### src/design/sbfd_pkg.sv
package sbfd_pkg;

    localparam logic [7:0] SBUS_HEADER = 8'h0F;
    localparam int FRAME_BYTES  = 25;
    localparam int DATA_BYTES   = FRAME_BYTES - 1;
    localparam int CHANNEL_BITS = 11;
    localparam int BUF_BITS     = CHANNEL_BITS + 7;

    typedef logic [7:0]                byte_t;
    typedef logic [CHANNEL_BITS-1:0]   chan_value_t;
    typedef logic [3:0]                chan_index_t;
    typedef logic [4:0]                frame_pos_t;
    typedef logic [4:0]                bit_count_t;
    typedef logic [BUF_BITS-1:0]       bit_buf_t;

    // status from the unpacker back to the frame control
    typedef struct packed {
        logic busy;
        logic pull;
    } unpack_stat_t;

endpackage

### src/design/sbfd_in_if.sv
interface sbfd_in_if;
    logic                 valid;
    logic                 ready;
    sbfd_pkg::byte_t      rx_byte;

    modport source (output valid, output rx_byte, input ready);
    modport sink (input valid, input rx_byte, output ready);
endinterface

### src/design/sbfd_out_if.sv
interface sbfd_out_if;
    logic                   valid;
    logic                   ready;
    sbfd_pkg::chan_index_t  channel_index;
    sbfd_pkg::chan_value_t  channel_value;
    logic                   last_channel;

    modport source (output valid, output channel_index, output channel_value,
                    output last_channel, input ready);
    modport sink (input valid, input channel_index, input channel_value,
                  input last_channel, output ready);
endinterface

### src/design/sbus_frame_channel_decoder.sv
// Serial-bus frame decoder.
// rx (valid/ready) takes one received byte per item. Outside a frame every
// byte but the header 0x0F is dropped; a header opens a frame and the next
// 24 bytes shift into a chain of byte cells, one cell step per byte.
// After the 25th byte the chain shifts its bytes, lowest first, into a bit
// buffer, and each 11-bit channel leaves on chan (valid/ready) with its
// index; last_channel marks channel NUM_CHANNELS-1.
// Bytes are taken only while no unpack runs. The 25th byte starts the
// unpack: the busy flag is set, bytes are pulled from the chain into the
// bit buffer, and each channel is loaded into the output register.
// Each unpack step either pulls one byte, while the buffer holds under one
// channel, or sends one channel out; rx.ready stays low meanwhile.
// A stall on chan holds the output register; the unpack tops up the bit
// buffer to one channel and then waits with the chain frozen.
// Reset clears the frame position, so the block waits for a header, and
// empties the output register. The cells need no reset.
module sbus_frame_channel_decoder #(
    parameter int NUM_CHANNELS = 12
) (
    input  logic       clk,
    input  logic       rst_n,
    sbfd_in_if.sink    rx,
    sbfd_out_if.source chan
);
    import sbfd_pkg::*;

    localparam frame_pos_t LAST_POS = frame_pos_t'(FRAME_BYTES - 1);

    frame_pos_t   pos_reg;
    frame_pos_t   pos_next;
    logic         accept;
    logic         is_header;
    logic         load;
    logic         start;
    unpack_stat_t stat;
    byte_t        feed;
    byte_t        cell_q [DATA_BYTES];

    assign rx.ready  = !stat.busy;
    assign accept    = rx.valid && rx.ready;
    assign is_header = (rx.rx_byte == SBUS_HEADER);
    // header is not kept; later bytes of a frame go into the chain
    assign load      = accept && (pos_reg != '0);
    assign start     = accept && (pos_reg == LAST_POS);

    always_comb
    begin
        pos_next = pos_reg;
        if (accept)
        begin
            if (pos_reg == '0)
            begin
                pos_next = is_header ? 5'd1 : 5'd0;
            end
            else if (pos_reg == LAST_POS)
            begin
                pos_next = '0;
            end
            else
            begin
                pos_next = pos_reg + 5'd1;
            end
        end
    end

    always_ff @(posedge clk or negedge rst_n)
    begin
        if (!rst_n)
        begin
            pos_reg <= '0;
        end
        else
        begin
            pos_reg <= pos_next;
        end
    end

    // new bytes enter at the top; unpack pulls from cell 0
    assign feed = load ? rx.rx_byte : '0;

    for (genvar i = 0; i < DATA_BYTES; i++)
    begin : g_cell
        byte_t d_in;
        if (i == DATA_BYTES - 1)
        begin : g_top
            assign d_in = feed;
        end
        else
        begin : g_mid
            assign d_in = cell_q[i+1];
        end
        sbfd_cell u_cell (
            .clk   (clk),
            .shift (load || stat.pull),
            .d_in  (d_in),
            .d_out (cell_q[i])
        );
    end

    sbfd_unpack #(
        .NUM_CHANNELS (NUM_CHANNELS)
    ) u_unpack (
        .clk       (clk),
        .rst_n     (rst_n),
        .start     (start),
        .head_byte (cell_q[0]),
        .stat      (stat),
        .chan      (chan)
    );
endmodule

### src/design/sbfd_cell.sv
module sbfd_cell (
    input  logic            clk,
    input  logic            shift,
    input  sbfd_pkg::byte_t d_in,
    output sbfd_pkg::byte_t d_out
);
    import sbfd_pkg::*;

    byte_t data_reg;

    // take the neighbor's byte on each shift
    always_ff @(posedge clk)
    begin
        if (shift)
        begin
            data_reg <= d_in;
        end
    end

    assign d_out = data_reg;
endmodule

### src/design/sbfd_unpack.sv
module sbfd_unpack #(
    parameter int NUM_CHANNELS = 12
) (
    input  logic                  clk,
    input  logic                  rst_n,
    input  logic                  start,
    input  sbfd_pkg::byte_t       head_byte,
    output sbfd_pkg::unpack_stat_t stat,
    sbfd_out_if.source            chan
);
    import sbfd_pkg::*;

    localparam chan_index_t LAST_INDEX = chan_index_t'(NUM_CHANNELS - 1);
    localparam bit_count_t  CH_BITS    = bit_count_t'(CHANNEL_BITS);

    logic        busy_reg;
    bit_count_t  cnt_reg;
    bit_buf_t    buf_reg;
    chan_index_t idx_reg;
    logic        ovalid_reg;
    chan_index_t oindex_reg;
    chan_value_t ovalue_reg;
    logic        olast_reg;

    logic        pull;
    logic        emit;
    logic        emit_last;

    // pull a byte from the chain until a whole channel is buffered
    assign pull      = busy_reg && (cnt_reg < CH_BITS);
    assign emit      = busy_reg && (cnt_reg >= CH_BITS) && (!ovalid_reg || chan.ready);
    assign emit_last = emit && (idx_reg == LAST_INDEX);

    always_ff @(posedge clk or negedge rst_n)
    begin
        if (!rst_n)
        begin
            busy_reg   <= 1'b0;
            cnt_reg    <= '0;
            buf_reg    <= '0;
            idx_reg    <= '0;
            ovalid_reg <= 1'b0;
        end
        else
        begin
            // load a new output item on emit, drop it once taken
            if (emit)
            begin
                ovalid_reg <= 1'b1;
            end
            else if (chan.ready)
            begin
                ovalid_reg <= 1'b0;
            end
            if (start)
            begin
                busy_reg <= 1'b1;
                cnt_reg  <= '0;
                buf_reg  <= '0;
                idx_reg  <= '0;
            end
            else if (pull)
            begin
                buf_reg <= buf_reg | (bit_buf_t'(head_byte) << cnt_reg);
                cnt_reg <= cnt_reg + 5'd8;
            end
            else if (emit)
            begin
                buf_reg    <= buf_reg >> CHANNEL_BITS;
                cnt_reg    <= cnt_reg - CH_BITS;
                idx_reg    <= idx_reg + 4'd1;
                if (emit_last)
                begin
                    busy_reg <= 1'b0;
                end
            end
        end
    end

    // hold the output payload
    always_ff @(posedge clk)
    begin
        if (emit)
        begin
            oindex_reg <= idx_reg;
            ovalue_reg <= buf_reg[CHANNEL_BITS-1:0];
            olast_reg  <= emit_last;
        end
    end

    assign stat.busy          = busy_reg;
    assign stat.pull          = pull;
    assign chan.valid         = ovalid_reg;
    assign chan.channel_index = oindex_reg;
    assign chan.channel_value = ovalue_reg;
    assign chan.last_channel  = olast_reg;
endmodule
### src/flat_wrapper.sv
// flat-port wrapper written by rule: the top's interface ports become plain ports
module sbus_frame_channel_decoder_flat import sbfd_pkg::*;
#(
    parameter int NUM_CHANNELS = 12
)
  (clk, rst_n, rx_valid, rx_rx_byte, rx_ready, chan_valid, chan_channel_index, chan_channel_value, chan_last_channel, chan_ready);
  sbfd_in_if rx_i ();
  sbfd_out_if chan_i ();
  input  logic clk;
  input  logic rst_n;
  input wire logic [$bits(rx_i.valid)-1:0] rx_valid;
  input wire logic [$bits(rx_i.rx_byte)-1:0] rx_rx_byte;
  output wire logic [$bits(rx_i.ready)-1:0] rx_ready;
  output wire logic [$bits(chan_i.valid)-1:0] chan_valid;
  output wire logic [$bits(chan_i.channel_index)-1:0] chan_channel_index;
  output wire logic [$bits(chan_i.channel_value)-1:0] chan_channel_value;
  output wire logic [$bits(chan_i.last_channel)-1:0] chan_last_channel;
  input wire logic [$bits(chan_i.ready)-1:0] chan_ready;
  assign rx_i.valid = rx_valid;
  assign rx_i.rx_byte = rx_rx_byte;
  assign rx_ready = rx_i.ready;
  assign chan_valid = chan_i.valid;
  assign chan_channel_index = chan_i.channel_index;
  assign chan_channel_value = chan_i.channel_value;
  assign chan_last_channel = chan_i.last_channel;
  assign chan_i.ready = chan_ready;
  sbus_frame_channel_decoder #(.NUM_CHANNELS(NUM_CHANNELS)) u_core (.clk(clk), .rst_n(rst_n), .rx(rx_i), .chan(chan_i));
endmodule
### config.mk
export PLATFORM = sky130hd
export DESIGN_NAME = sbus_frame_channel_decoder_flat
export DESIGN_NICKNAME = d
export VERILOG_FILES = /design/src/design/sbfd_pkg.sv /design/src/design/sbfd_in_if.sv /design/src/design/sbfd_out_if.sv /design/src/design/sbus_frame_channel_decoder.sv /design/src/design/sbfd_cell.sv /design/src/design/sbfd_unpack.sv /design/src/flat_wrapper.sv
export SDC_FILE = /design/constraint.sdc
export NUM_CORES = 1
export LEC_CHECK = 0
export ABC_AREA = 1
export BUFFER_PORTS_ARGS = -buffer_cell sky130_fd_sc_hd__buf_2
export CAP_MARGIN = 20
export CORE_MARGIN = 2
export CORE_UTILIZATION = 40
export DETAILED_ROUTE_END_ITERATION = 8
export GPL_ROUTABILITY_DRIVEN = 0
export MAX_ROUTING_LAYER = met4
export PLACE_DENSITY = 0.59
export SYNTH_ARGS = -nofsm -noshare
export SYNTH_HDL_FRONTEND = slang
export SYNTH_HIERARCHICAL = 1
export SYNTH_SLANG_ARGS = --single-unit
### constraint.sdc
create_clock -name clk -period 7.8 [get_ports clk]
set_input_delay 0.39 -clock clk [delete_from_list [all_inputs] [get_ports clk]]
set_output_delay 0.39 -clock clk [all_outputs]
set_load 0.03 [all_outputs]
==> results of run 1 <==
## worst max-delay path by stage
stage	startpoint	end	slack, ns	cells after the start
global placement	u_core/u_unpack/cnt_reg[2]	u_core/g_cell[21].u_cell/d_out[6]	4.85	8
global route	u_core/u_unpack/cnt_reg[2]	u_core/g_cell[2].u_cell/d_out[7]	4.79	8
CTS	u_core/u_unpack/cnt_reg[2]	u_core/g_cell[22].u_cell/d_out[3]	4.74	8
detailed placement	u_core/u_unpack/cnt_reg[2]	u_core/g_cell[21].u_cell/d_out[6]	4.72	8
finish	u_core/u_unpack/cnt_reg[2]	u_core/g_cell[13].u_cell/d_out[2]	5.01	8
floorplan	u_core/u_unpack/cnt_reg[4]	u_core/g_cell[0].u_cell/d_out[0]	1.89	8
## worst max-delay path, cell delays in order, from the launching register on
cell      delay [ns]
dfrtp_1         0.51
inv_2           0.28
nand2_4         0.10
nand2_4         0.08
nand3_2         0.11
clkinv_1        0.17
inv_1           0.09
nand2_4         0.36
buf_4           0.68
## what timing repair did
action,4_1_cts,5_1_grt
endpoints found under the hold margin,34,0
endpoints found under the setup margin,0,0
hold buffers,1,0
## metal layers
| metal | wire length [um] | vias up | track usage [%] |
|---|---|---|---|
| li1 | - | 2107 | - |
| met1 | 5780 | 2135 | 15.5 |
| met2 | 5970 | 135 | 17.6 |
| met3 | 659 | 46 | 2.56 |
| met4 | 477 | 0 | 4.91 |
| met5 | 0 | - | - |
## metrics by stage
stage          power [mW]  setup slack, ns
6_report             4.85             5.01
5_1_grt              5.14             4.79
4_1_cts              4.89             4.74
3_5_place_dp         3.73             4.72
3_3_place_gp         3.68             4.85
2_1_floorplan        3.52             1.89
## power breakdown
| part | leakage, nW | total, mW | switching (mW) | internal, mW |
|---|---|---|---|---|
| sequential | 2.47 | 2.62 | 0.226 | 2.40 |
| clock | 0.383 | 1.13 | 0.455 | 0.677 |
| combinational | 1.16 | 1.09 | 0.824 | 0.270 |
| total | 4.01 | 4.85 | 1.51 | 3.35 |
## area by class of cell
cell class                      instances  area, um^2  area share [%]
Inverter                               65         244            2.45
Timing Repair Buffer                   33         198            1.99
Tap cell                              275         344            3.46
Multi-Input combinational cell        264        1280            12.9
Clock buffer                           32         641            6.44
Sequential cell                       242        7100            71.3
Clock inverter                         11         143            1.43
## Yosys cell counts
cell      instances  area, um^2
o211ai_1          3        22.5
inv_2             7        26.3
clkinv_1          2        7.51
buf_4             2        15.0
buf_6             3        33.8
and3b_1           1        8.76
nand2_2           5        31.3
edfxtp_1        208        6250
nand3_1          40         200
o21ai_0          17        85.1
nor2_1           32         120
a21oi_1           8        40.0
a31oi_1           1        6.26
nor2_2            2        12.5
xnor2_1           1        8.76
xor2_1            5        43.8
nand2_4           4        45.0
nand3_2           3        30.0
nand4_1           3        18.8
o21ai_2           3        26.3
a21o_1            1        7.51
dfrtp_1          34         851
a21oi_2           1        8.76
inv_1            56         210
o22ai_1           1        6.26
buf_2             4        20.0
nand2_1         126         473
clkbuf_1          1        3.75
buf_1             1        3.75
nand4_2           1        12.5
ha_1              5        62.6
nand3b_1          1        7.51
## cell families (layout without fill, tap and decap cells)
group | after synthesis | in the layout | synth area share (%)
buffers and inverters | 76 | 141 | 3.68
and+or+nand+nor | 218 | 218 | 11.0
DFF | 242 | 242 | 81.6
xor gates and xnor gates | 6 | 6 | 0.604
adders and majority gates | 5 | 5 | 0.720
AOI/OAI and AO/OA | 35 | 35 | 2.33
## cell usage in the layout, fill, tap and decap left out, types with 7 or more instances in the layout
cell type,instances
nand3_1,40
dfrtp_1,34
edfxtp_1,208
a21oi_1,8
inv_1,56
o21ai_0,17
inv_2,7
nand2_1,125
clkbuf_1,7
buf_2,29
clkbuf_16,24
nor2_1,32
==> out/results.ini, run 1 <==
[run_status]
status=finished clean

[route]
final_antenna_net_count=0
dr.pass1.iters=5
via_count=4423
drt_iter0_drc=445
drc_errors=0
wl_per_cell_um=14.0
avgViaCountPerCell=4.80
totalWireLength_um=12900

[final_layout]
layoutNonFillerInstCount=922
layout-drive-gt1-share_pct=14.4
fin_nets=647
fin_area_um2=9950
fill_cells=1767
final_util_pct=47.0
largest_reg_flops=192
syn_to_final_growth_pct=14.4
diodes=0

[timing]
min_period_over_period_pct=35.8
final-hold-violation-count=0
setup_tns_ns=0
worst_slew_pin_slew_ns=0.795
fmax_mhz=358
slew_violations=0
holdWs_ns=0.184
rsz0062_at_grt=no
slew_headroom_pct=47.0
setup_violations=0
skew_ns=0.0108
period_minus_slack_ns=2.79

[cts]
clock_path_buffers=3
clk_latency_ns=0.51
htree_num_levels=1
cts_tree=built
root_buffer=clkbuf_16
cts_buffers=24
cts_resized=0
clock_sinks=242
cts_setup_buffers=0
clk_pin_slew_worst_paths_ns=0.06

[pwr]
peakVddDrop_uv=206
p_leak_nw=4.01
power_density_nw_per_um2=488

[critical_path]
arrival_ns=2.94
r2r_start=u_core/u_unpack/cnt_reg[2]
r2r_end=u_core/g_cell[13].u_cell/d_out[2]
critPathMaxFanout=62
path_class=flip-flop to flip-flop
worstPathRequired_ns=7.95
startpoint_type=flip-flop
cp-end-kind=flip-flop
r2r_slack_ns=5.01
reg2reg_depth=8

[placement]
dp_hpwl_um=7760
io_buffers=29
post-place-cells=877
dpl_cell_area_um2=9130

[global_route]
antenna_found_initial=0
grt_pass1_vias=4292
grt_use_total_pct=11.7
grt_overflow_total=0
grt_max_degree=96
grt_pass1_wl_um=20700

[floorplan]
fp.dieH_um=151
initial_utilization_pct=41.1
ios=30
core_area_um2=21200
die_area_um2=22900
rows=53
die_width_um=151

[min_path]
hp-class=input pin to flip-flop
min_path_cells=4
min_from=chan_ready
hold_end=u_core/u_unpack/chan.valid

[yosys]
synth_fp_nets=599
yosysWarnings=6
synthCells=582
yosys.cell_types.count=32
syn_area_per_cell_um2=14.9
synth_seq_cells=242
seq_area_frac_synth_pct=81.6
synth_area_um2=8690

[job]
maxCapViolCount=0

No activity file was read; power rests on OpenSTA's default activity.
==> run 2: changes to the inputs <==
--- a/config.mk
+++ b/config.mk
@@ -5,7 +5,7 @@
 export SDC_FILE = /design/constraint.sdc
 export NUM_CORES = 1
 export LEC_CHECK = 0
-export ABC_AREA = 1
+export ABC_AREA = 0
 export BUFFER_PORTS_ARGS = -buffer_cell sky130_fd_sc_hd__buf_2
 export CAP_MARGIN = 20
 export CORE_MARGIN = 2
==> constraint.sdc (replaced) <==
create_clock -name clk -period 2.7 [get_ports clk]
set_input_delay 0.135 -clock clk [delete_from_list [all_inputs] [get_ports clk]]
set_output_delay 0.135 -clock clk [all_outputs]
set_load 0.03 [all_outputs]
==> run 2 against run 1 <==
Against the previous run: hold slack got worse by 0.046 ns; first-iteration DRC count shrank 27%; final area increased by 1.2%; synthesized area about the same; largest cell class unchanged; die area barely moved; register-to-register slack got worse by 4.6 ns; count of clock-buffer cells in the layout is 1 higher; global-route usage up 0.73 points.
==> out/results.ini, run 2 <==
[placement]
dp_hpwl_um=8110  ; was 7760 um
io_buffers=29  ; unchanged
dp_slack_ns=0.439  ; was 4.72 ns
post-place-cells=768  ; was 877

[route]
avgViaCountPerCell=5.20  ; was 4.80
totalWireLength_um=13600  ; was 12900 um
via_count=4258  ; was 4423
wl_per_cell_um=16.7  ; was 14.0 um
final_antenna_net_count=0  ; unchanged
drc_errors=0  ; unchanged
dr.pass1.iters=5  ; unchanged
drt_iter0_drc=325  ; was 445

[yosys]
synthCells=471  ; was 582
synth_top_area_share_pct=71.8  ; about the same
synth_area_leaders=edfxtp_1 (72%), dfrtp_1 (9.8%), a21oi_1 (0.92%), mux4_1 (0.91%), nor3_1 (0.81%)  ; was edfxtp_1 (72%), dfrtp_1 (9.8%), nand2_1 (5.4%), inv_1 (2.4%), nand3_1 (2.3%)
synth_flop_cell=edfxtp_1  ; unchanged
seq_area_frac_synth_pct=81.6  ; about the same
yosysTopAreaCell=edfxtp_1  ; unchanged
yosysWarnings=6  ; unchanged
ys_top_cells_by_count=edfxtp_1 (208), dfrtp_1 (34), a21oi_1 (16)  ; was edfxtp_1 (208), nand2_1 (126), inv_1 (56)
synth_seq_cells=242  ; unchanged
yosys.cell_types.count=65  ; was 32
syn_area_per_cell_um2=18.5  ; was 14.9 um^2
synth_edf_count=208  ; unchanged
synth_fp_nets=488  ; was 599
synth_area_um2=8690  ; about the same
synth_most_common_cell=edfxtp_1  ; unchanged
synthArstFlopShare_pct=14.0  ; unchanged

[floorplan]
fp.dieH_um=151  ; about the same
die_width_um=151  ; about the same
die_area_um2=22900  ; about the same
ios=30  ; unchanged
initial_utilization_pct=41.1  ; about the same
core_area_um2=21200  ; unchanged
rows=53  ; unchanged

[critical_path]
startpoint_type=flip-flop  ; unchanged
path_cells=ha_4 > nor2_4 > o21ai_2 > inv_2 > buf_4 > o21ai_1 > nor2_1  ; was inv_2 > nand2_4 > nand2_4 > nand3_2 > clkinv_1 > inv_1 > nand2_4 > buf_4
cp-end-kind=flip-flop  ; unchanged
crit_buf_inv=2  ; was 4
path_class=flip-flop to flip-flop  ; unchanged
critPathMaxFanout=21  ; was 62
cp_slowest_stage_delay_ns=0.75  ; was 0.68 ns
arrival_ns=2.66  ; was 2.94 ns
critical_path.top_delay_family=flip-flops  ; was buffers and inverters
cp_slowest_cell=dfrtp_1  ; was buf_4
worstPathRequired_ns=3.06  ; was 7.95 ns

[timing]
setup_violations=0  ; unchanged
worst_slack_ns=0.406  ; was 5.01 ns
final-hold-violation-count=0  ; unchanged
skew_ns=0.00892  ; was 0.0108 ns
setup_tns_ns=0  ; unchanged
min_period_over_period_pct=84.9  ; was 35.8%
slew_violations=0  ; unchanged
rsz0062_at_grt=no  ; unchanged
worst_slew_pin_slew_ns=0.800  ; was 0.795 ns
slew_headroom_pct=46.7  ; was 47.0%
period_minus_slack_ns=2.29  ; was 2.79 ns
fmax_mhz=436  ; was 358 MHz

[run_status]
status=finished clean  ; unchanged

[final_layout]
mostFrequentLayoutCell=edfxtp_1  ; unchanged
diodes=0  ; unchanged
fin_nets=546  ; was 647
multi_input_area_um2=1470  ; was 1280 um^2
final_cell_mix=edfxtp_1 (208), dfrtp_1 (33), buf_2 (29)  ; was edfxtp_1 (208), nand2_1 (125), inv_1 (56)
fill_cells=1749  ; was 1767
syn_to_final_growth_pct=15.8  ; was 14.4%
final_util_pct=47.6  ; was 47.0%
layout-drive-gt1-share_pct=19.5  ; was 14.4%
layout.area.seq_um2=7100  ; about the same
largest_reg_flops=192  ; unchanged
layoutNonFillerInstCount=819  ; was 922

[cts]
htree_num_levels=1  ; unchanged
cts_tree=built  ; unchanged
clk_pin_slew_worst_paths_ns=0.06  ; about the same
root_buffer=clkbuf_16  ; unchanged
cts_buffers=25  ; was 24
clock_sinks=242  ; unchanged
cts_resized=0  ; unchanged
clk_latency_ns=0.51  ; about the same
clock_path_buffers=3  ; unchanged

[global_route]
grt_pass1_vias=4051  ; was 4292
grt_use_total_pct=12.4  ; was 11.7%
antenna_found_initial=0  ; unchanged
grt_pass1_wl_um=21800  ; was 20700 um
grt_overflow_total=0  ; unchanged
grt_max_degree=51  ; was 96

[min_path]
hp-class=input pin to flip-flop  ; unchanged

[job]
maxCapViolCount=0  ; unchanged

-- run 2: cell count changes after synthesis, moves of 7 or more --
cell / previous run / this run
a21oi_1: 8 / 16
a31oi_1: 1 / 8
inv_1: 56 / 10
inv_2: 7 / 0
nand2_1: 126 / 10
nand3_1: 40 / 6
nor2_1: 32 / 13
nor2b_1: 0 / 9
nor3_1: 0 / 14
-- run 2: cell families (layout without fill, tap and decap cells) --
family | Yosys count | in the layout | share of synthesized area (%)
flip-flops | 242 | 242 | 81.6
AND/OR/NAND/NOR | 93 | 93 | 6.36
AO/OA/AOI/OAI | 84 | 84 | 7.08
buffers and inverters | 33 | 106 | 1.86
multiplexers | 13 | 13 | 2.25
adder cells (fa/ha/maj) | 5 | 5 | 0.720
XOR/XNOR | 1 | 1 | 0.101
-- run 2: what timing repair did --
item / 4_1_cts / 5_1_grt
hold endpoints to repair: 42 / 0
setup buffers: 0 / 0
hold buffers: 9 / 0
-- run 2: path summary, 6_finish.rpt --
check / startpoint / endpoint / slack, ns / cells past startpoint
setup / recovery: u_core/u_unpack/cnt_reg[3] / u_core/u_unpack/buf_reg[7] / 0.41 / 7
hold / removal: chan_ready / u_core/u_unpack/chan.valid / 0.14 / 3
setup reg to reg: u_core/u_unpack/cnt_reg[3] / u_core/u_unpack/buf_reg[7] / 0.41 / 7
hold reg to reg: u_core/g_cell[13].u_cell/d_out[2] / u_core/g_cell[12].u_cell/d_out[2] / 0.41 / 0
max in group asynchronous: rst_n / u_core/u_unpack/cnt_reg[4] / 1.88 / 2
min in group asynchronous: rst_n / u_core/u_unpack/cnt_reg[3] / 0.26 / 2
-- run 2: through the flow --
stage                     hold WS [ns]  cell area [um^2]
after floorplan                 -0.161              8740
after CTS                        0.119             10100
after detailed placement         0.276              9260
final                            0.138             10100
after global routing             0.143             10100
after global placement           0.256              9260
-- run 2: cell type report --
type,count,share of cell area (%)
Clock inverter,9,0.522
Clock buffer,33,6.61
Tap cell,275,3.42
Sequential cell,242,70.5
Multi-Input combinational cell,196,14.6
Inverter,11,0.410
Timing Repair Buffer,53,3.95
-- run 2: per-layer routing --
metal	share of wire (%)	global-route usage, %	vias to the layer above
met2	49	19.1	114
met1	44	16.8	2145
met4	2.5	3.64	0
met5	0	-	-
li1	-	-	1972
met3	4.9	2.74	27
-- run 2: worst min-delay path, delay by kind of cell --
family | cells | cell delay [ns]
AND/OR/NAND/NOR | 1 | 0.22
AO/OA/AOI/OAI | 1 | 0.15
buffers and inverters | 1 | 0.09
Power of run 2 is left out: the tool's default activity adds up to more than one toggle a clock period on the data nets, which glitch-free logic cannot reach.
